`config.mk`:
```
export PLATFORM = sky130hd
export DESIGN_NAME = skt_locate
export DESIGN_NICKNAME = d
export VERILOG_FILES = /design/src/hw/rtl/skt_pkg.sv /design/src/hw/rtl/skt_locate.sv
export SDC_FILE = /design/constraint.sdc
export NUM_CORES = 1
export LEC_CHECK = 0
export ABC_AREA = 1
export ABC_CLOCK_PERIOD_IN_PS = 2300
export BUFFER_PORTS_ARGS = -buffer_cell sky130_fd_sc_hd__buf_2
export CORE_AREA = 2 2 205 207
export DETAILED_ROUTE_END_ITERATION = 10
export DIE_AREA = 0 0 207 209
export PLACE_DENSITY = 0.52
export SLEW_MARGIN = 10
export SYNTH_ARGS = -nofsm -noshare
export SYNTH_HDL_FRONTEND = slang
export SYNTH_SLANG_ARGS = --single-unit
```
`constraint.sdc`:
```
create_clock -name vclk -period 2.3
set_input_delay 0.345 -clock vclk [all_inputs]
set_output_delay 0.345 -clock vclk [all_outputs]
set_load 0.01 [all_outputs]
```
`src/hw/rtl/skt_pkg.sv`:
```
// ----------------------------------------------------------------------------
// skt_pkg: shared types and constants of the sorted key table
// Item structs, status codes, controller states and the cell control group.
// ----------------------------------------------------------------------------
package skt_pkg;

  // key width and default table depth
  localparam int KEY_W           = 48;
  localparam int MAX_ENTRIES_DEF = 256;
  localparam int POS_W           = 8;
  localparam int OCC_W           = 9;
  localparam int STATUS_W        = 2;

  // result status codes
  localparam logic [STATUS_W-1:0] ST_OK     = 2'd0;
  localparam logic [STATUS_W-1:0] ST_FULL   = 2'd1;
  localparam logic [STATUS_W-1:0] ST_ABSENT = 2'd2;

  // operation codes
  localparam logic OP_INSERT = 1'b0;
  localparam logic OP_REMOVE = 1'b1;

  // input item
  typedef struct packed {
    logic             operation;
    logic [KEY_W-1:0] key;
  } skt_in_t;

  // result item
  typedef struct packed {
    logic [STATUS_W-1:0] status;
    logic [POS_W-1:0]    position;
    logic [OCC_W-1:0]    occupancy;
  } skt_out_t;

  // controller states
  typedef enum logic {
    SKT_IDLE,
    SKT_UPDATE
  } skt_state_t;

  // control group broadcast to every cell
  typedef struct packed {
    logic cmp_en;  // capture compare flags against the incoming key
    logic ins_en;  // open a slot and shift up
    logic rem_en;  // close the hit slot and shift down
  } skt_cell_ctl_t;

endpackage

```
`src/hw/rtl/skt_locate.sv`:
```
// ----------------------------------------------------------------------------
// skt_locate: hit slot encoder
// Turns the one-hot hit flags of the cell row into a slot index and a
// found flag for remove.
// ----------------------------------------------------------------------------
module skt_locate #(
  parameter int MAX_ENTRIES = skt_pkg::MAX_ENTRIES_DEF
) (
  input  logic                           operation,
  input  logic [MAX_ENTRIES-1:0]         ins_hit,
  input  logic [MAX_ENTRIES-1:0]         rem_hit,
  output logic [$clog2(MAX_ENTRIES)-1:0] slot,
  output logic                           found
);
  import skt_pkg::*;

  localparam int IW = $clog2(MAX_ENTRIES);

  logic [MAX_ENTRIES-1:0] hit;

  // pick the flag set of the current operation
  assign hit = (operation == OP_REMOVE) ? rem_hit : ins_hit;

  // one-hot to binary, an or tree over the row
  always_comb begin
    slot = '0;
    for (int i = 0; i < MAX_ENTRIES; i++) begin
      if (hit[i]) begin
        slot = slot | IW'(i);
      end
    end
  end

  assign found = |rem_hit;

endmodule

```
# After elaboration in Yosys (flattened, before gate mapping)
# Index checks and enable logic that the tools add are counted.
# W data, S select, Z words.
dict set report classes {
  mux 256
  n_reduce_logical 1
}
# cell n
set ops {}
lappend ops {{$mux W8} 128}
lappend ops {{$mux W7} 64}
lappend ops {{$mux W256} 1}
lappend ops {{$reduce_or A256 Y1} 1}
lappend ops {{$mux W6} 32}
lappend ops {{$mux W5} 16}
lappend ops {{$mux W4} 8}
lappend ops {{$mux W3} 4}
lappend ops {{$mux W2} 2}
lappend ops {{$mux W1} 1}
dict set report totals {
  register_bits 0
  out_inout_bits 9
  elab_cells 257
}

# Logic depth before layout (Yosys ltp)
# Gate-level depths: netlist of run 1.
dict set report depth {
  depth_word 256
  ltp_mapped 13
  mapped_depth_nobuf 10
}

# Worst setup path before layout of run 1
# No wires, ideal clock.
dict set report synth_timing {
  kind {input -> output}
  from {input operation}
  to {output slot[1]}
  arrival_ps 1471
  required_time_ps 1955
  slack_ps 484
  cell_stages 13
  path_cell_list {buf_6 clkinv_2 buf_6 buf_4 nand2_1 nand2_1 nand2_1 nor2_1 nand2_1 nor2_1 nand2_1 nor2_1 nand2_1}
}
dict set report synth_via {
  elab_chain_cells 255
}
# element line
set synth_rtl {}
lappend synth_rtl {{start: declaration} skt_locate.sv:9} ;# input logic operation,
lappend synth_rtl {{$mux W256 (*)} skt_locate.sv:22} ;# assign hit = (operation == OP_REMOVE) ? rem_hit : ins_hit;
lappend synth_rtl {{$mux W2 (2 in series)} skt_locate.sv:28} ;# if (hit[i]) begin
lappend synth_rtl {{$mux W3 (4 in series)} skt_locate.sv:28}
lappend synth_rtl {{$mux W4 (8 in series)} skt_locate.sv:28}
lappend synth_rtl {{$mux W5 (16 in series)} skt_locate.sv:28}
lappend synth_rtl {{$mux W6 (32 in series)} skt_locate.sv:28}
lappend synth_rtl {{$mux W7 (64 in series)} skt_locate.sv:28}
lappend synth_rtl {{$mux W8 (127 in series)} skt_locate.sv:28}
lappend synth_rtl {{$mux W8 (*)} skt_locate.sv:28}
lappend synth_rtl {{end: declaration} skt_locate.sv:12} ;# output logic [$clog2(MAX_ENTRIES)-1:0] slot,
# Every way passes the cells marked *; elsewhere a longest branch is shown, timed or not.

# Worst setup path in the final report of run 1
# Same ends and word-level chain as after synthesis.

==> metrics.txt, run 1 <==
Buffers on Ports 521; outcome finished with violations; Synth cell types 12; vias in the first global route 13500; Mapped Cells 2015; buffers and inverters on the worst path 4; worst hold-check path type in -> out; HPWL after DPL 50700 µm; Avg Cell Area, Syn 3.98 µm²; NumNets Final 3228; CP delay by family, top simple AND/OR/NAND/NOR gates; worst setup slack after placement -0.338 ns; critical path class in -> out; vias 14300; worst setup path end slot[1]; total wire length 59800 µm; Lkg Pwr 8.73 nW; clkbuf count 0; grt peak-use layer met2; gpl congestion 0.998; crit end category output port; largest net degree at the start of global routing 42; Arrival @ worst endpoint 2.03 ns; CP max FO 12; worst endpoint required time 1.96 ns; grt met3 use 4.43%; drt via density 4.40; crit path launch type primary input; drt drc 0; first-pass GRT wire length 80200 µm; worst hold margin 1.25 ns; Final setup viols 5; GRT overflow 0; Syn Nets 2528; fin crit period 2.38 ns; crit-path max cell delay 0.18 ns; Design Power 2.66 mW; Routed wire per std cell 18.4 µm; post-synth top area cell nand2_1; Finished Layout Cells 3260; share of layout cells above drive strength 1 39.6%; placed cell area 12600 µm²; Core ar. 41300 µm²; initial antenna violation count 14; Initial Util 19.4%; Post-Synthesis Cell Area 8020 µm²; Slew Viols, Final 0; num sequential 0; Max Cap Viol 0; die area 43300 µm²; row cnt 75; Slew @ Worst Pin 0.319 ns; Max Fclk 420 MHz; Seq/Total Area, Yosys 0%; PD cells 181 nW/µm²; Final Cycle Share 103%; Worst path slowest cell nor2_1; Worst VDD drop 0.0739 mV; Design Area, Final 14700 µm²; Overall Global Routing Usage 24.7%; grt met1 use 31.8%; critical path, cell by cell clkbuf_16 > clkinv_16 > clkbuf_16 > nand2_1 > nand2_4 > nand2_1 > nor2_1 > nand2_1 > nor2_2 > nand2_1 > nor2_2 > nand2_1 > buf_6; Synth area leaders nand2_1, inv_1, nor2_1, nand4_1, o21ai_0; die height 209 µm; DRT Pass-1 Iters 6; met2 GRT Util 42.0%; Final Hold Fails 0; Antenna Nets Post-Route 0; failing checks negative setup slack; Area Overhead vs Synth 83.0%; Ports 522; Critical path origin operation; CTS Hold Buffers Added 0; RSZ-0062 raised after global routing yes; most used cell, CP nand2_1; WP depth 13; post-synth top area share 50.5%; Warnings, synthesis 0; initial detailed-routing violation count 1116; max_slew headroom 78.6%; Die W 207 µm; worst setup margin -0.0789 ns; FF/Latch Area 0 µm²; placed instance count 3215
layout make-up:
cell class                 instances  area (µm²)
tap                              539         674
fill                            4980       26600
timing repair inverter             1        30.0
timing repair buffer             753        5210
multi-input combinational       1516        7050
antenna                            8        20.0
inverter                         443        1690
cell usage after synthesis (all sizes together):
master,instances
buf,55
clkbuf,1
clkinv,1
inv,442
nand2,1079
nand3,1
nand4,63
nor2,305
o21ai,68
cells in the final DEF, fill, tap and decap left out, types with 18 or more instances in the layout:
master / n
buf_2: 515
buf_4: 158
buf_6: 33
inv_1: 442
nand2_1: 889
nand2_2: 172
nand2_4: 18
nand4_1: 63
nor2_1: 217
nor2_2: 72
o21ai_1: 20
o21ai_2: 28
logic make-up after synthesis:
logic type,Yosys count,synth area share [%]
compound gates,68,4.24
buf+inv,499,26.0
simple gates,1448,69.8
repair_timing:
item / 4_1_cts / 5_1_grt
cloned: 4 / 21
buffers inserted: 2 / 15
endpoints found under the hold margin: 0 / 0
pin swaps: 5 / 122
gates resized for setup: 60 / 418
setup endpoints to repair: 8 / 9
worst min path at each step:
| stage | cells past startpoint | start | endpoint | slack, ns |
|---|---|---|---|---|
| after detailed placement | 10 | rem_hit[26] | found | 1.26 |
| after global placement | 10 | rem_hit[26] | found | 1.26 |
| after CTS | 10 | rem_hit[26] | found | 1.26 |
| after floorplan | 8 | rem_hit[238] | found | 1.03 |
| after global routing | 10 | rem_hit[22] | found | 1.32 |
| final | 10 | rem_hit[26] | found | 1.25 |
per-stage QoR:
| step | utilization [%] | setup TNS, ns |
|---|---|---|
| CTS | 31.2 | -1.18 |
| detailed placement | 30.5 | -1.92 |
| global route | 35.5 | -0.555 |
| global placement | 30.5 | -1.94 |
| floorplan | - | 0 |
| finish | 35.5 | -0.154 |
per-layer routing:
metal | routed length (µm) | up-vias
met2 | 27400 | 653
met5 | 106 | -
li1 | - | 7182
met3 | 4500 | 120
met4 | 2130 | 16
met1 | 25700 | 6365
power breakdown:
| group | switching, mW | internal (mW) |
|---|---|---|
| sequential | 0 | 0 |
| combinational | 1.51 | 1.15 |
| clock | 0 | 0.000000465 |
| total | 1.51 | 1.15 |
No activity file was read; power rests on OpenSTA's default activity.
==> run 2: changes to the inputs <==
Settings changed: BUFFER_PORTS_ARGS -buffer_cell sky130_fd_sc_hd__buf_2 to -buffer_cell sky130_fd_sc_hd__buf_4.
==> metrics.txt, run 2 (synthesis results as in run 1) <==
FF/Latch Area 0 µm² (unchanged); Antenna Nets Post-Route 0 (unchanged); HPWL after DPL 53800 µm (+6.0%); GRT overflow 0 (unchanged); Arrival @ worst endpoint 2.03 ns (about the same); Slew @ Worst Pin 0.328 ns (+0.00860 ns); crit end category output port; clkbuf count 0 (unchanged); gpl congestion 0.934 (-6.4%); most common cell after layout, fill and taps aside nand2_1; Die W 207 µm (unchanged); Buffers on Ports 521 (unchanged); Initial Util 19.4% (unchanged); die area 43300 µm² (unchanged); Ports 522 (unchanged); first-pass GRT wire length 88100 µm (+9.9%); placed instance count 3202 (-0.40%); initial antenna violation count 1 (-13); total wire length 63500 µm (+6.1%); Final setup viols 6 (+1); drt via density 4.42 (+0.50%); drt drc 0 (unchanged); fin crit period 2.37 ns (-0.00471 ns); Final Cycle Share 103% (-0.20 points); Area Overhead vs Synth 99.0%; crit path launch type primary input; RSZ-0062 raised after global routing yes; Lkg Pwr 9.19 nW (+5.3%); row cnt 75 (unchanged); PD cells 185 nW/µm² (+2.2%); Slew Viols, Final 0 (unchanged); Worst VDD drop 0.0699 mV (-5.5%); CP max FO 5 (-7); final antenna diode count 0 (-8); max_slew headroom 78.0% (-0.58 points); most frequent cells in the layout nand2_1, buf_4, inv_1, nor2_1, nand2_2; Overall Global Routing Usage 27.1% (+2.4 points); initial detailed-routing violation count 968 (-13%); Final Hold Fails 0 (unchanged); Final TNS setup -0.161 ns (-0.00708 ns); Routed wire per std cell 19.6 µm (+6.7%); largest net degree at the start of global routing 32 (-24%); Max Fclk 421 MHz (+0.20%); NumNets Final 3216 (-0.37%); failing checks negative setup slack; outcome finished with violations; Finished Layout Cells 3240 (-0.61%); worst setup margin -0.0742 ns (+0.00471 ns); critical path class in -> out; num sequential 0 (unchanged); Core ar. 41300 µm² (unchanged); vias 14300 (-0.11%); die height 209 µm (unchanged); worst hold-check path type in -> out; Max Cap Viol 0 (unchanged); vias in the first global route 14400 (+7.0%); DRT Pass-1 Iters 6 (unchanged); share of layout cells above drive strength 1 40.6% (+0.99 points); worst endpoint required time 1.96 ns (about the same)
-- run 2: what timing repair did --
item	CTS	global route
hold buffers	0	0
buffers inserted	13	6
endpoints found under the setup margin	8	9
resized for setup	233	292
pin swaps	34	128
gates cloned	11	12
-- run 2: path summary, 6_finish.rpt --
kind                     from  endpoint  cells after the start
setup / recovery    operation   slot[1]                     15
hold / removal    rem_hit[18]     found                     10
-- run 2: worst max-delay path, cell delays in order --
cell       delay [ns]
clkbuf_16        0.18
clkinv_16        0.08
buf_8            0.11
buf_16           0.14
buf_8            0.13
nand2_1          0.06
nand2_2          0.07
nand2_1          0.09
nor2_2           0.13
nand2_2          0.09
nor2_1           0.09
nand2_1          0.09
nor2_2           0.15
nand2_1          0.10
buf_6            0.14
-- run 2: layout make-up --
type	count	area (µm²)
fillers	4844	25300
inverters	443	1690
multi-input cells	1516	7200
well taps	539	674
repair buffers	741	6380
repair inverters	1	16.3
-- run 2: stage by stage --
stage / power (mW) / area (µm²) / hold WS (ns) / utilization, % / setup WS [ns]
after CTS: 2.69 / 14800 / 1.27 / 35.9 / -0.108
after global placement: 2.43 / 13700 / 1.26 / 33.3 / -0.342
after detailed placement: 2.42 / 13700 / 1.26 / 33.3 / -0.325
after floorplan: 0.917 / 8020 / 1.03 / - / 0.484
after global routing: 3.17 / 16000 / 1.34 / 38.7 / -0.127
final: 2.95 / 16000 / 1.26 / 38.7 / -0.0742
-- run 2: metal layers --
metal / GRT usage, % / wire length, µm / vias up
li1: - / - / 7140
met1: 36.3 / 28500 / 6531
met2: 46.9 / 29500 / 584
met3: 3.50 / 4140 / 63
met4: 4.41 / 1380 / 2
met5: 0 / 11 / -
-- run 2: where the power goes --
| part | switching [mW] | leakage, nW | internal, mW |
|---|---|---|---|
| logic | 1.56 | 9.19 | 1.39 |
| registers | 0 | 0 | 0 |
| clock network | 0 | 0 | 0 |
| total | 1.56 | 9.19 | 1.39 |
==> run 3: changes to the inputs <==
--- a/config.mk
+++ b/config.mk
@@ -6,11 +6,10 @@
 export NUM_CORES = 1
 export LEC_CHECK = 0
-export ABC_AREA = 1
 export ABC_CLOCK_PERIOD_IN_PS = 2300
 export BUFFER_PORTS_ARGS = -buffer_cell sky130_fd_sc_hd__buf_4
-export CORE_AREA = 2 2 205 207
+export CORE_AREA = 2 2 203 205
 export DETAILED_ROUTE_END_ITERATION = 10
-export DIE_AREA = 0 0 207 209
-export PLACE_DENSITY = 0.52
+export DIE_AREA = 0 0 205 207
+export PLACE_DENSITY = 0.42
 export SLEW_MARGIN = 10
 export SYNTH_ARGS = -nofsm -noshare
==> constraint.sdc (replaced) <==
create_clock -name vclk -period 2.3
set_input_delay 0.115 -clock vclk [all_inputs]
set_output_delay 0.115 -clock vclk [all_outputs]
set_load 0.01 [all_outputs]
==> metrics.txt, run 3 <==
outcome finished with violations; failing checks negative setup slack; Buffers on Ports 521 (unchanged); multiplexer share of the synthesized area 0.288% (+0.29 points); first-pass GRT wire length 90300 µm (+2.5%); post-synth top area share 23.8% (-27 points); vias in the first global route 11100 (-23%); Die W 205 µm (-0.97%); Syn Nets 1205 (-52%); fin crit period 2.52 ns (+0.148 ns); Ports 522 (unchanged); hold_sp rem_hit[124]; Core ar. 40400 µm² (-2.2%); crit path launch type primary input; CTS Hold Buffers Added 0 (unchanged); Final setup viols 9 (+3); drt via density 4.90 (+11%); Final Cycle Share 110% (+6.4 points); initial detailed-routing violation count 760 (-21%); CP max FO 7 (+2); max_slew headroom 49.3% (-29 points); area share of and/or/nand/nor cells after synthesis 76.5% (+6.7 points); Routed wire per std cell 33.1 µm (+69%); Area Overhead vs Synth 229%; HPWL after DPL 63900 µm (+19%); GRT overflow 0 (unchanged); hold path depth 6 (-4); Slew @ Worst Pin 0.761 ns (+0.433 ns); placed instance count 2080 (-35%); row cnt 74 (-1.3%); Mapped Cells 692 (-66%); fillers 4570 (-5.7%); die height 207 µm (-0.96%); worst setup slack after placement -0.607 ns (-0.282 ns); FF/Latch Area 0 µm² (unchanged); most frequent cells in the layout buf_4, nor4_1, nor2_1, nor3_1, a21oi_1; Seq/Total Area, Yosys 0% (unchanged); DRT Pass-1 Iters 5 (-1); largest net degree at the start of global routing 24 (-25%); worst setup margin -0.222 ns (-0.148 ns); post-synthesis adder-cell area fraction 0% (unchanged); gpl congestion 0.942 (+0.88%); post-synth top area cell nor4_1; Initial Util 9.68% (-9.7 points); area of the multi-input gates 5120 µm² (-29%); worst hold-check path type in -> out; Final Hold Fails 0 (unchanged); die area 42400 µm² (-1.9%); initial antenna violation count 4 (+3); total wire length 69600 µm (+9.6%); Max Fclk 396 MHz (-5.9%); Finished Layout Cells 2102 (-35%); Hold Path End found; compound-cell area share of the yosys netlist 19.3% (+15 points); clkbuf count 0 (unchanged); combinational family with the most area after synthesis simple AND/OR/NAND/NOR gates; most common cell after layout, fill and taps aside buf_4; most frequent cell after synthesis nor4_1; RSZ-0062 raised after global routing yes; Synth area leaders nor4_1, nor3_1, a21oi_1, nor2_1, or4_1; most frequent cells after synthesis nor4_1, nor3_1, nor2_1, a21oi_1, or4_1; share of layout cells above drive strength 1 69.4% (+29 points); Arrival @ worst endpoint 2.41 ns (+0.38 ns); crit end category output port; Overall Global Routing Usage 31.1% (+4.1 points); NumNets Final 2082 (-35%); Max Cap Viol 0 (unchanged); Warnings, synthesis 0 (unchanged); Synth Area in XOR/XNOR 0% (unchanged); Synth cell types 42 (+30); Antenna Nets Post-Route 0 (unchanged); vias 10300 (-28%); num sequential 0 (unchanged); Avg Cell Area, Syn 5.65 µm² (+42%); Post-Synthesis Cell Area 3910 µm² (-51%); Slew Viols, Final 0 (unchanged); worst endpoint required time 2.18 ns (+0.22 ns); drt drc 0 (unchanged); critical path class in -> out
run 3: cell types whose count changed in the layout (fill, tap and decap cells not counted), moves of 40 or more:
cell	before	now
nor3_1	0	80
nand2_2	189	0
a21oi_1	0	61
nand4_1	63	23
nor2_2	76	5
nor2_1	208	92
nand2_1	851	14
nor4_1	0	95
buf_4	668	871
inv_1	442	3
run 3: critical path, cell delays in order:
cell	delay, ns
buf_16	0.13
buf_8	0.13
buf_6	0.12
or4_4	0.43
o22ai_4	0.18
o21ai_1	0.08
or4_4	0.52
or4_4	0.54
buf_6	0.14
run 3: how the worst max path moves through the flow:
stage / startpoint / endpoint / slack, ns / cells after the start
final: operation / slot[2] / -0.22 / 9
after global routing: operation / slot[2] / -0.26 / 9
after CTS: rem_hit[124] / slot[2] / -0.21 / 8
after detailed placement: operation / slot[2] / -0.61 / 10
after global placement: operation / slot[2] / -0.62 / 10
after floorplan: operation / slot[2] / 0.09 / 6
run 3: cell type report:
cell class	instances	area share, %
antenna	3	0.0583
multi-input combinational	663	39.7
tap	532	5.17
timing repair buffer	901	54.9
inverter	3	0.0875
run 3: what timing repair did:
item,in CTS,in global routing
gates cloned,4,1
setup buffers,12,6
pin swaps,50,37
setup endpoints to repair,9,9
gates resized for setup,195,85
run 3: cells by family (layout without fill, tap and decap cells):
kind of cell	Yosys count	after routing
simple gates	529	529
buf+inv	29	904
compound gates	133	133
mux	1	1
other cells	0	3
run 3: through the flow:
step	utilization (%)	area [µm²]	hold slack, ns	TNS, ns
2_1_floorplan	-	3910	0.448	0
3_3_place_gp	27.5	11100	0.816	-4.11
3_5_place_dp	27.5	11100	0.838	-4.18
4_1_cts	30.5	12300	0.737	-0.846
5_1_grt	31.9	12900	0.753	-1.38
6_report	31.9	12900	0.737	-0.882
run 3: metal layers:
| layer | global-route usage [%] | share of wire, % |
|---|---|---|
| met1 | 39.5 | 41 |
| met4 | 10.3 | 3.6 |
| met3 | 7.16 | 8.7 |
| met2 | 51.7 | 47 |
| met5 | 0 | 0 |
