$ cat config.mk
export PLATFORM = sky130hd
export DESIGN_NAME = skt_cell
export DESIGN_NICKNAME = d
export VERILOG_FILES = /design/src/hw/rtl/skt_pkg.sv /design/src/hw/rtl/skt_cell.sv
export SDC_FILE = /design/constraint.sdc
export NUM_CORES = 1
export LEC_CHECK = 0
export ABC_AREA = 1
export BUFFER_PORTS_ARGS = -buffer_cell sky130_fd_sc_hd__buf_2
export CAP_MARGIN = 40
export CORE_AREA = 2 2 97 99
export DETAILED_ROUTE_END_ITERATION = 6
export DIE_AREA = 0 0 99 101
export GPL_TIMING_DRIVEN = 1
export PLACE_DENSITY = 0.79
export RECOVER_POWER = 50
export SETUP_SLACK_MARGIN = 0.05
export SYNTH_ARGS = -nofsm -noshare
export SYNTH_HDL_FRONTEND = slang
export SYNTH_SLANG_ARGS = --single-unit
$ cat constraint.sdc
create_clock -name clk -period 13.83 [get_ports clk]
set_input_delay 2.766 -clock clk [delete_from_list [all_inputs] [get_ports clk]]
set_output_delay 2.766 -clock clk [all_outputs]
set_load 0.01 [all_outputs]
$ cat src/hw/rtl/skt_pkg.sv
// ----------------------------------------------------------------------------
// skt_pkg: shared types and constants of the sorted key table
// Item structs, status codes, controller states and the cell control group.
// ----------------------------------------------------------------------------
package skt_pkg;

  // key width and default table depth
  localparam int KEY_W           = 48;
  localparam int MAX_ENTRIES_DEF = 256;
  localparam int POS_W           = 8;
  localparam int OCC_W           = 9;
  localparam int STATUS_W        = 2;

  // result status codes
  localparam logic [STATUS_W-1:0] ST_OK     = 2'd0;
  localparam logic [STATUS_W-1:0] ST_FULL   = 2'd1;
  localparam logic [STATUS_W-1:0] ST_ABSENT = 2'd2;

  // operation codes
  localparam logic OP_INSERT = 1'b0;
  localparam logic OP_REMOVE = 1'b1;

  // input item
  typedef struct packed {
    logic             operation;
    logic [KEY_W-1:0] key;
  } skt_in_t;

  // result item
  typedef struct packed {
    logic [STATUS_W-1:0] status;
    logic [POS_W-1:0]    position;
    logic [OCC_W-1:0]    occupancy;
  } skt_out_t;

  // controller states
  typedef enum logic {
    SKT_IDLE,
    SKT_UPDATE
  } skt_state_t;

  // control group broadcast to every cell
  typedef struct packed {
    logic cmp_en;  // capture compare flags against the incoming key
    logic ins_en;  // open a slot and shift up
    logic rem_en;  // close the hit slot and shift down
  } skt_cell_ctl_t;

endpackage

$ cat src/hw/rtl/skt_cell.sv
// ----------------------------------------------------------------------------
// skt_cell: one slot of the sorted key table
// Holds one key, compares it with the incoming key and shifts with its
// neighbors on insert and remove.
// ----------------------------------------------------------------------------
module skt_cell (
  input  logic                     clk,
  input  skt_pkg::skt_cell_ctl_t   ctl,
  input  logic                     slot_used,   // slot index below entry count
  input  logic [skt_pkg::KEY_W-1:0] cmp_key,    // key at input transfer
  input  logic [skt_pkg::KEY_W-1:0] ins_key,    // held key for insert
  input  logic                     left_le,
  input  logic [skt_pkg::KEY_W-1:0] left_entry,
  input  logic                     right_le,
  input  logic [skt_pkg::KEY_W-1:0] right_entry,
  output logic [skt_pkg::KEY_W-1:0] entry,
  output logic                     le,
  output logic                     ins_hit,
  output logic                     rem_hit
);
  import skt_pkg::*;

  logic [KEY_W-1:0] entry_r;
  logic             le_r;
  logic             eq_r;

  // compare flags, sampled once per item
  always_ff @(posedge clk) begin
    if (ctl.cmp_en) begin
      le_r <= slot_used && (entry_r <= cmp_key);
      eq_r <= (entry_r == cmp_key);
    end
  end

  // shift up behind the insert slot, shift down from the removed slot
  always_ff @(posedge clk) begin
    if (ctl.ins_en && !le_r) begin
      entry_r <= left_le ? ins_key : left_entry;
    end else if (ctl.rem_en && !right_le) begin
      entry_r <= right_entry;
    end
  end

  // this slot is the insert boundary or the last equal entry
  assign ins_hit = !le_r && left_le;
  assign rem_hit = le_r && !right_le && eq_r;

  assign entry = entry_r;
  assign le    = le_r;

endmodule

Word level (Yosys, flattened, before mapping) --
Cells that the tools add are included. W data, S select, Z words.
Storage, ports and cells: flip-flop bits (word level) 50, input bits 199, output and inout port bits 51, logic and storage cells 17
Operators by class: order comparisons 1, equality and inequality tests 1, multiplexer cells 3, reductions and logical operators 9
Operators by type and width (count):
- $mux W48 | 3
- $eq A48 B48 Y1 | 1
- $le A48 B48 Y1 | 1
- $logic_and A1 B1 Y1 | 6
- $logic_not A1 Y1 | 2
- $reduce_bool A2 Y1 | 1

Logic depth before layout (Yosys ltp) --
Gate-level depths: netlist (run 1).
depth after elaboration 4, gate-level depth with buffers 14, depth with buffers taken out 14

Worst setup path before layout (run 1) --
No wires, ideal clock.
kind input to register, from input port ctl[0] in the netlist's numbering, to register entry_r[0], in the netlist entry[0] (enable), library setup time 0.520 ns, arrival 6.181 ns, required time 13.310 ns, path slack 7.129 ns, cell stages on the path 2, buffers on the path 0, cells stage by stage inv_1 -> o21ai_0
Between the ends: longest elaborated chain between the ends 2
Ends and longest elaborated chain:
- from (decl) | line skt_cell.sv:8 | input skt_pkg::skt_cell_ctl_t ctl,
- $logic_and A1 B1 Y1 | line skt_cell.sv:39 | end else if (ctl.rem_en && !right_le) begin
- $reduce_bool A2 Y1 (no source line)
- to (signal assigned) | line skt_cell.sv:38 | entry_r <= left_le ? ins_key : left_entry;
- to (signal assigned) | line skt_cell.sv:40 | entry_r <= right_entry;
- to (decl) | line skt_cell.sv:23 | logic [KEY_W-1:0] entry_r;
No other way between the ends. A chain may end at the register's enable or synchronous reset.

Worst setup path after layout (run 1) --
from input port left_le, to output port ins_hit
Between the ends: longest elaborated chain between the ends 1
Ends and longest elaborated chain:
- from (decl) | line skt_cell.sv:12 | input logic left_le,
- $logic_and A1 B1 Y1 | line skt_cell.sv:45 | assign ins_hit = !le_r && left_le;
- to (decl) | line skt_cell.sv:18 | output logic ins_hit,
No other way between the ends.

==> results.md, run 1 <==
* First-pass GRT wire length at 17.9 mm
* Placeable Area at 8980 sq um
* Drt first pass iters at 5
* Gate power share at 33.0%
* Drt wl/cell at 13.9 um
* Chip Width at 99 um
* Psw at 0.135 mW
* Post-synth top cells: a21oi_1 (116), nand2_1 (105), inv_1 (64)
* Dominant cells by area after synthesis: edfxtp_1 (39%), ha_1 (16%), a21oi_1 (15%)
* IO buf count at 249
* Io pins at 250
* Die height at 101 um
* RD Place Congestion at 0.904
* RSZ-0062 raised after global routing: false
* Syn Inst Count at 495
* Share of cells above drive strength 1 at 31.0%
* Sw Ratio at 32.5%
* Row count at 35
* Final ANT Viol Nets at 0
* Post-route worst setup slack at 7470 ps
* CP max stage cell: buf_4
* Worst Tran Pin Value at 2680 ps
* Kind of critical path: input pin to primary output
* DRT iter0 DRCs at 186
* CP cell instances: buf_2, buf_4, inv_2, nor2_1, buf_2
* Number of synthesized flops with an enable pin at 50
* # Post-CTS Setup Buffers at 0
* Critical path peak fanout at 49
* Clock power frac at 19.8%
* H-tree depth at 2
* Yosys top cell by area: edfxtp_1
* Crit share post-route at 46.0%
* Layout Cells excl Fill at 847
* Number of hold violations in the final report at 0
* Diodes inserted at 0
* Status: complete, but fails checks
* CTS tree: done
* Int Pwr at 0.281 mW
* Placed Area at 5190 sq um
* Yosys top cell area share at 39.0%
* Slew Viols, Final at 100
* Flop pwr share at 47.2%
* Starting density of the core at 42.9%
* Initial antenna violation count at 0
* #FFs+latches synth at 50
* Peak supply drop at 0.0000375 V
* Sequential area share after synthesis at 39.0%
* Vias per cell at 5.03
* Area of the multi-input gates at 2000 sq um
* Post-layout util at 57.9%
* CTS Buf Count at 5
* DP Worst Slack at 7490 ps
* Max Cap Viol at 2
* Final min period at 6360 ps
* Startpoint types: input pin
* Die area at 10000 sq um
* Placed Cells at 839
* Nets at 982
* CTS Root Cell: clkbuf_8
* Setup_tns at 0 ps
* Cell Pwr Density at 80.0 nW/um^2
* Hold_buf cts at 0
* Critical Path End Type: primary output
* Worst path most repeated cell: buf_2
* DRC at 0
* DP HPWL at 9.34 mm
* Worst-path clk slew at 90 ps
* Arr. time, crit path at 3590 ps
* Mapped Nets at 742
* Register Area at 1500 sq um
* CTS sink cnt at 50
* Design area at 5200 sq um
* Resized cells post-CTS at 0
* Post-synth cell types at 21
* Largest net degree at the start of global routing at 51
* Number of global-route vias before repair at 4146
* Hold Crit Class: flip-flop to flip-flop
* Worst slew margin at -78.4%
* Asr flop ratio synth at 0%
* Leakage at 2.74 nW
* Pwr Total at 0.416 mW
* Drt total wl at 11.8 mm
* Clock Latency Late Sink at 290 ps
* Global Route Usage Sum at 21.9%
* Mapped Avg Cell Area at 7.79 sq um
* Most numerous cell in the Yosys netlist: a21oi_1
* CTS max path bufs at 2
* Failing checks: max-capacitance violations, max-slew violations
* Synthesis Warnings at 0
* DR vias at 4261
* Post-synth top flop: edfxtp_1
* Critical Path RT at 11060 ps
* Gr ovfl total at 0
* Peak Freq at 0.157 GHz
* FILL cells at 844
* Setup Skew at 5.01 ps
* Syn Std Cell Area at 3850 sq um
* P&R area growth vs syn at 34.8%
* Hold_ws at 927 ps
* Final setup vio count at 0
* Slowest stage delay, CP at 430 ps
-- cell type report --
class | instances | area share [%]
multi-input cells | 354 | 38.5
repair buffers | 253 | 23.2
well taps | 111 | 2.67
clock inverters | 2 | 0.169
inverters | 71 | 5.13
clock buffers | 6 | 1.40
flip-flops and latches | 50 | 28.9
-- kinds of logic (layout without fill, tap and decap cells) --
kind of cell,after synthesis,in the layout,share of synthesized area [%]
fa+ha+maj,48,48,15.6
buf+inv,91,332,9.32
flops,50,50,39.0
compound gates,124,124,16.4
simple gates,182,182,19.7
-- worst max-delay path, delay by kind of cell --
family / cells / cell delay (ps)
buf+inv: 4 / 710
simple gates: 1 / 90
-- state kept, by name (all words and copies together) (netlist names) --
name	cells
entry	48
eq_r	1
le	1
-- layout by cell type (no fill, tap or decap), drive strengths merged --
| master | count |
|---|---|
| ha | 48 |
| inv | 71 |
| o21a | 2 |
| nand3b | 1 |
| o21ai | 4 |
| clkbuf | 58 |
| edfxtp | 50 |
| nor2 | 63 |
| a21oi | 117 |
| clkinv | 2 |
| buf | 201 |
| nand4 | 1 |
| nand2 | 111 |
| a21o | 1 |
| nand3 | 5 |
| nor3 | 1 |
-- path summary, 6_finish.rpt --
path,startpoint,to,slack (ps),cells after the start
min reg2reg,entry[1]$_DFFE_PP_,eq_r$_DFFE_PP_,930,5
min,entry[1]$_DFFE_PP_,eq_r$_DFFE_PP_,930,5
max reg2reg,le$_DFFE_PP_,entry[10]$_DFFE_PP_,9630,5
max,left_le,ins_hit,7470,5
-- routing by layer --
metal	vias to the layer above	wire, um	global-route usage, %
met5	-	0	0
met4	0	312	8.01
met3	32	856	3.74
met2	188	6190	40.9
met1	1931	4420	25.1
li1	2110	-	-
-- power groups by stage --
stage / Combinational, mW / Clock, mW / Sequential [mW]
after floorplan: 0.0710 / 0 / 0.205
after global placement: 0.133 / 0 / 0.197
after detailed placement: 0.140 / 0 / 0.198
after CTS: 0.141 / 0.0855 / 0.195
after global routing: 0.155 / 0.0906 / 0.198
final: 0.137 / 0.0823 / 0.196
No activity file was read; power rests on OpenSTA's default activity.
==> inputs of run 2 (changes only) <==
--- a/config.mk
+++ b/config.mk
@@ -8,11 +8,10 @@
 export ABC_AREA = 1
 export BUFFER_PORTS_ARGS = -buffer_cell sky130_fd_sc_hd__buf_2
 export CAP_MARGIN = 40
-export CORE_AREA = 2 2 97 99
+export CORE_UTILIZATION = 43
 export DETAILED_ROUTE_END_ITERATION = 6
-export DIE_AREA = 0 0 99 101
 export GPL_TIMING_DRIVEN = 1
-export PLACE_DENSITY = 0.79
+export PLACE_DENSITY = 0.78
 export RECOVER_POWER = 50
 export SETUP_SLACK_MARGIN = 0.05
 export SYNTH_ARGS = -nofsm -noshare
==> constraint.sdc (replaced) <==
create_clock -name clk -period 6.2 [get_ports clk]
set_input_delay 1.24 -clock clk [delete_from_list [all_inputs] [get_ports clk]]
set_output_delay 1.24 -clock clk [all_outputs]
set_load 0.01 [all_outputs]
==> results.md, run 2 (same netlist as run 1, synthesis figures left out) <==
* Slew Viols, Final at 100
* Worst-path clk slew at 100 ps
* CTS max path bufs at 2
* Drt total wl at 11.0 mm
* Largest net degree at the start of global routing at 51
* P&R area growth vs syn at 35.1%
* Startpoint types: input pin
* # Post-CTS Setup Buffers at 0
* Most common cell after layout, fill and taps aside: buf_2
* Hold worst-path end: eq_r$_DFFE_PP_
* DP Worst Slack at 2360 ps
* Critical Path RT at 5860 ps
* Hold depth at 5
* DP HPWL at 8.61 mm
* RD Place Congestion at 0.971
* Drt wl/cell at 13.1 um
* Gate power share at 31.0%
* Share of cells above drive strength 1 at 30.9%
* Number of hold violations in the final report at 0
* CTS Root Cell: clkbuf_8
* Gr ovfl total at 0
* Cell Pwr Density at 186 nW/um^2
* Peak supply drop at 0.000111 V
* FILL cells at 828
* Worst r2r dst: entry[15]$_DFFE_PP_
* Post-route worst setup slack at 1580 ps
* Worst Hold Launch: entry[1]$_DFFE_PP_
* Setup Skew at 9.19 ps
* Crit share post-route at 74.6%
* Hold Crit Class: flip-flop to flip-flop
* First-pass GRT wire length at 18.1 mm
* Reg2reg path depth at 5
* R2R Path Start: le$_DFFE_PP_
* Layout Cells excl Fill at 843
* Starting density of the core at 44.4%
* Row count at 34
* Final ANT Viol Nets at 0
* Initial antenna violation count at 0
* Arr. time, crit path at 4280 ps
* Placed Area at 5180 sq um
* Number of global-route vias before repair at 3995
* Drt first pass iters at 5
* DR vias at 4112
* Placed Cells at 835
* RSZ-0062 raised after global routing: false
* H-tree depth at 2
* Critical Path End Type: flip-flop
* Status: complete, but fails checks
* Most frequent cells in the layout: buf_2 (199), a21oi_1 (116), nand2_1 (105), inv_1 (64), nor2_1 (60)
* Chip Width at 96.7 um
* Placeable Area at 8680 sq um
* Io pins at 250
* IO buf count at 249
* Final min period at 4620 ps
* Die area at 9350 sq um
* Leakage at 2.74 nW
* Setup slack, reg-to-reg at 2050 ps
* Failing checks: max-capacitance violations, max-slew violations
* Sw Ratio at 30.9%
* Worst Tran Pin Value at 2650 ps
* Max Cap Viol at 2
* DRC at 0
* Hold_buf cts at 0
* Setup_tns at 0 ps
* Die height at 96.7 um
* Final setup vio count at 0
* Clock power frac at 23.8%
* Kind of critical path: input pin to flip-flop
* Diodes inserted at 0
* Crit. Startpoint: ctl[1]
* DRT iter0 DRCs at 130
* CTS Buf Count at 5
* Critical path peak fanout at 50
* Psw at 0.298 mW
* Clock Latency Late Sink at 300 ps
* Global Route Usage Sum at 23.6%
* Worst slew margin at -76.8%
* Nets at 981
* Vias per cell at 4.88
* Flop pwr share at 45.2%
* Max reg flops at 48
* Peak Freq at 0.216 GHz
* CTS sink cnt at 50
* Int Pwr at 0.668 mW
* Resized cells post-CTS at 0
* CTS tree: done
* Design area at 5200 sq um
==> run 2: cell types whose count changed in the layout (fill, tap and decap cells not counted) <==
| cell | delta |
|---|---|
| bufinv_16 | +1 |
| nor2_4 | -1 |
| clkbuf_1 | +1 |
| clkinv_2 | -1 |
| nand2_2 | +1 |
| buf_4 | -1 |
| clkinv_1 | -1 |
| nor2_1 | +1 |
| nand2_1 | -1 |
==> run 2: area by class of cell <==
cell class                 instances  area [sq um]  area share, %
multi-input combinational        354          2000           38.4
sequential                        50          1500           28.8
timing repair buffer             252          1200           23.0
inverter                          71           267           5.12
tap                              108           135           2.60
clock buffer                       7          76.3           1.47
clock inverter                     1          30.0          0.577
==> run 2: worst max-delay path by stage <==
stage | to | cells after the start
6_report | entry[15]$_DFFE_PP_ | 5
2_1_floorplan | entry[0]$_DFFE_PP_ | 2
3_3_place_gp | ins_hit | 5
4_1_cts | ins_hit | 5
3_5_place_dp | ins_hit | 5
5_1_grt | entry[15]$_DFFE_PP_ | 5
==> run 2: layer usage <==
| layer | vias up | track usage, % | routed length [um] |
|---|---|---|---|
| met3 | 14 | 3.40 | 625 |
| li1 | 2107 | - | - |
| met4 | 0 | 7.46 | 187 |
| met5 | - | 0 | 0 |
| met1 | 1801 | 28.7 | 4510 |
| met2 | 190 | 42.7 | 5710 |
==> run 2: critical path: stages <==
cell	delay [ps]
buf_2	100
nand2_2	50
clkbuf_1	1750
o21ai_4	50
clkbuf_1	1070
==> run 2: through the flow <==
stage	power [mW]	hold WS, ps	utilization, %
after floorplan	0.617	926	-
after global placement	0.737	924	59.6
after detailed placement	0.750	933	59.6
after CTS	0.978	956	60.9
after global routing	1.03	1020	60.0
final	0.966	953	60.0
==> run 2: power groups by stage <==
stage               logic, mW  registers, mW  clock network (mW)
floorplan               0.158          0.458                   0
global placement        0.297          0.440                   0
detailed placement      0.308          0.442                   0
CTS                     0.310          0.434               0.235
global route            0.341          0.441               0.248
finish                  0.299          0.437               0.230
==> inputs of run 3 (changes only) <==
==> constraint.sdc (replaced) <==
create_clock -name clk -period 4.6 [get_ports clk]
set_input_delay 0.92 -clock clk [delete_from_list [all_inputs] [get_ports clk]]
set_output_delay 0.92 -clock clk [all_outputs]
set_load 0.01 [all_outputs]
==> results.md, run 3 (same netlist as run 1, synthesis figures left out) <==
* Status: complete, but fails checks
* # Post-CTS Setup Buffers at 0
* Kind of critical path: input pin to flip-flop
* Startpoint types: input pin
* Critical path peak fanout at 48
* Worst-path clk slew at 100 ps
* Max layer used: met4
* Drt total wl at 11.5 mm
* Sw Ratio at 32.7%
* Row count at 34
* Detail Route met3 WL at 782 um
* P&R area growth vs syn at 34.8%
* Reg2reg path depth at 5
* Critical Path End Type: flip-flop
* Setup Skew at 8.16 ps
* Setup slack, reg-to-reg at 1780 ps
* Slowest stage delay, CP at 1300 ps
* Area of the multi-input gates at 1990 sq um
* Initial antenna violation count at 0
* Clock Latency Late Sink at 300 ps
* Chip Width at 96.7 um
* Hold Crit Class: input pin to flip-flop
* Crit. Startpoint: ctl[1]
* Placeable Area at 8680 sq um
* Peak Freq at 0.341 GHz
* Failing checks: max-capacitance violations, max-slew violations
* R2R Path Start: le$_DFFE_PP_
* Int Pwr at 0.840 mW
* Arr. time, crit path at 3080 ps
* Share of cells above drive strength 1 at 30.9%
* CTS sink cnt at 50
* Pwr Total at 1.25 mW
* DR vias at 4217
* Final min period at 2930 ps
* CP max stage cell: inv_1
* Flop pwr share at 47.1%
* Register Area at 1500 sq um
* DRT iter0 DRCs at 107
* Number of global-route vias before repair at 4174
* Starting density of the core at 44.4%
* Hold_buf cts at 0
* Setup_tns at 0 ps
* Gr ovfl total at 0
* Most frequent cells in the layout: buf_2 (199), a21oi_1 (116), nand2_1 (106), inv_1 (65), nor2_1 (61)
* Worst setup path end: entry[30]$_DFFE_PP_
* CP cell instances: buf_2, nand2_1, inv_1, nor2_1, a21oi_1
* DRC at 0
* Most common cell after layout, fill and taps aside: buf_2
* DP HPWL at 9.22 mm
* Worst r2r dst: entry[30]$_DFFE_PP_
* Max reg flops at 48
* Gate power share at 32.6%
* Final setup vio count at 0
* Die area at 9350 sq um
* Met2 wire length at 5.98 mm
* H-tree depth at 2
* Global Route Usage Sum at 24.6%
* Worst Tran Pin Value at 1530 ps
* IO buf count at 249
* Leakage at 2.75 nW
* Nets at 981
* Drt wl/cell at 13.6 um
* Max Cap Viol at 1
* Die height at 96.7 um
* Resized cells post-CTS at 0
* CTS Root Cell: clkbuf_8
* Drt first pass iters at 4
* Io pins at 250
* Crit share post-route at 63.8%
* First-pass GRT wire length at 18.7 mm
* Slew Viols, Final at 49
* Cell Pwr Density at 240 nW/um^2
* Worst slew margin at -1.92%
* Clock power frac at 20.4%
* CTS tree: done
* Diodes inserted at 0
* Critical Path RT at 4740 ps
* Vias per cell at 5.00
* RSZ-0062 raised after global routing: false
* Peak supply drop at 0.000119 V
* Number of hold violations in the final report at 0
* CTS Buf Count at 5
* Psw at 0.409 mW
* RD Place Congestion at 0.987
* FILL cells at 812
* CTS max path bufs at 2
* Met1 Wirelength at 4.43 mm
* Largest net degree at the start of global routing at 50
* Final ANT Viol Nets at 0
run 3: power by group through the flow:
stage,logic (mW),registers [mW],clock network [mW]
after floorplan,0.214,0.616,0
after detailed placement,0.419,0.597,0
after global routing,0.463,0.593,0.277
after CTS,0.421,0.586,0.263
final,0.407,0.588,0.254
after global placement,0.401,0.596,0
run 3: worst min-delay path by stage:
stage          slack (ps)  cells past startpoint              to                from
5_1_grt               860                      1    le$_DFFE_PP_              ctl[2]
6_report              860                      1    le$_DFFE_PP_              ctl[2]
3_5_place_dp          940                      5  eq_r$_DFFE_PP_  entry[1]$_DFFE_PP_
4_1_cts               820                      1    le$_DFFE_PP_              ctl[2]
2_1_floorplan         930                      5  eq_r$_DFFE_PP_  entry[1]$_DFFE_PP_
3_3_place_gp          920                      5  eq_r$_DFFE_PP_  entry[1]$_DFFE_PP_
run 3: per-stage QoR:
stage	instance area (sq um)	cells	hold WS, ps	worst slack [ps]	utilization (%)
floorplan	3850	495	926	1040	-
global placement	5170	834	918	1630	59.6
detailed placement	5190	835	939	1690	59.8
CTS	5270	843	820	1690	60.8
global route	5190	843	864	1460	59.8
finish	5190	843	863	1670	59.8
run 3: worst max-delay path, delay by kind of cell:
family | cells | cell delay, ps
AND/OR/NAND/NOR | 2 | 530
AO/OA/AOI/OAI | 1 | 210
buffers and inverters | 2 | 1380
run 3: area by class of cell:
cell class | instances | share of cell area [%]
Clock inverter | 3 | 0.313
Inverter | 71 | 5.13
Tap cell | 108 | 2.60
Sequential cell | 50 | 28.9
Timing Repair Buffer | 252 | 23.5
Clock buffer | 5 | 1.32
Multi-Input combinational cell | 354 | 38.3
run 3: layer usage:
| layer | GRT usage [%] | vias to the layer above |
|---|---|---|
| met5 | 0 | - |
| met1 | 28.1 | 1898 |
| li1 | - | 2107 |
| met4 | 8.38 | 0 |
| met3 | 5.20 | 25 |
| met2 | 45.1 | 187 |
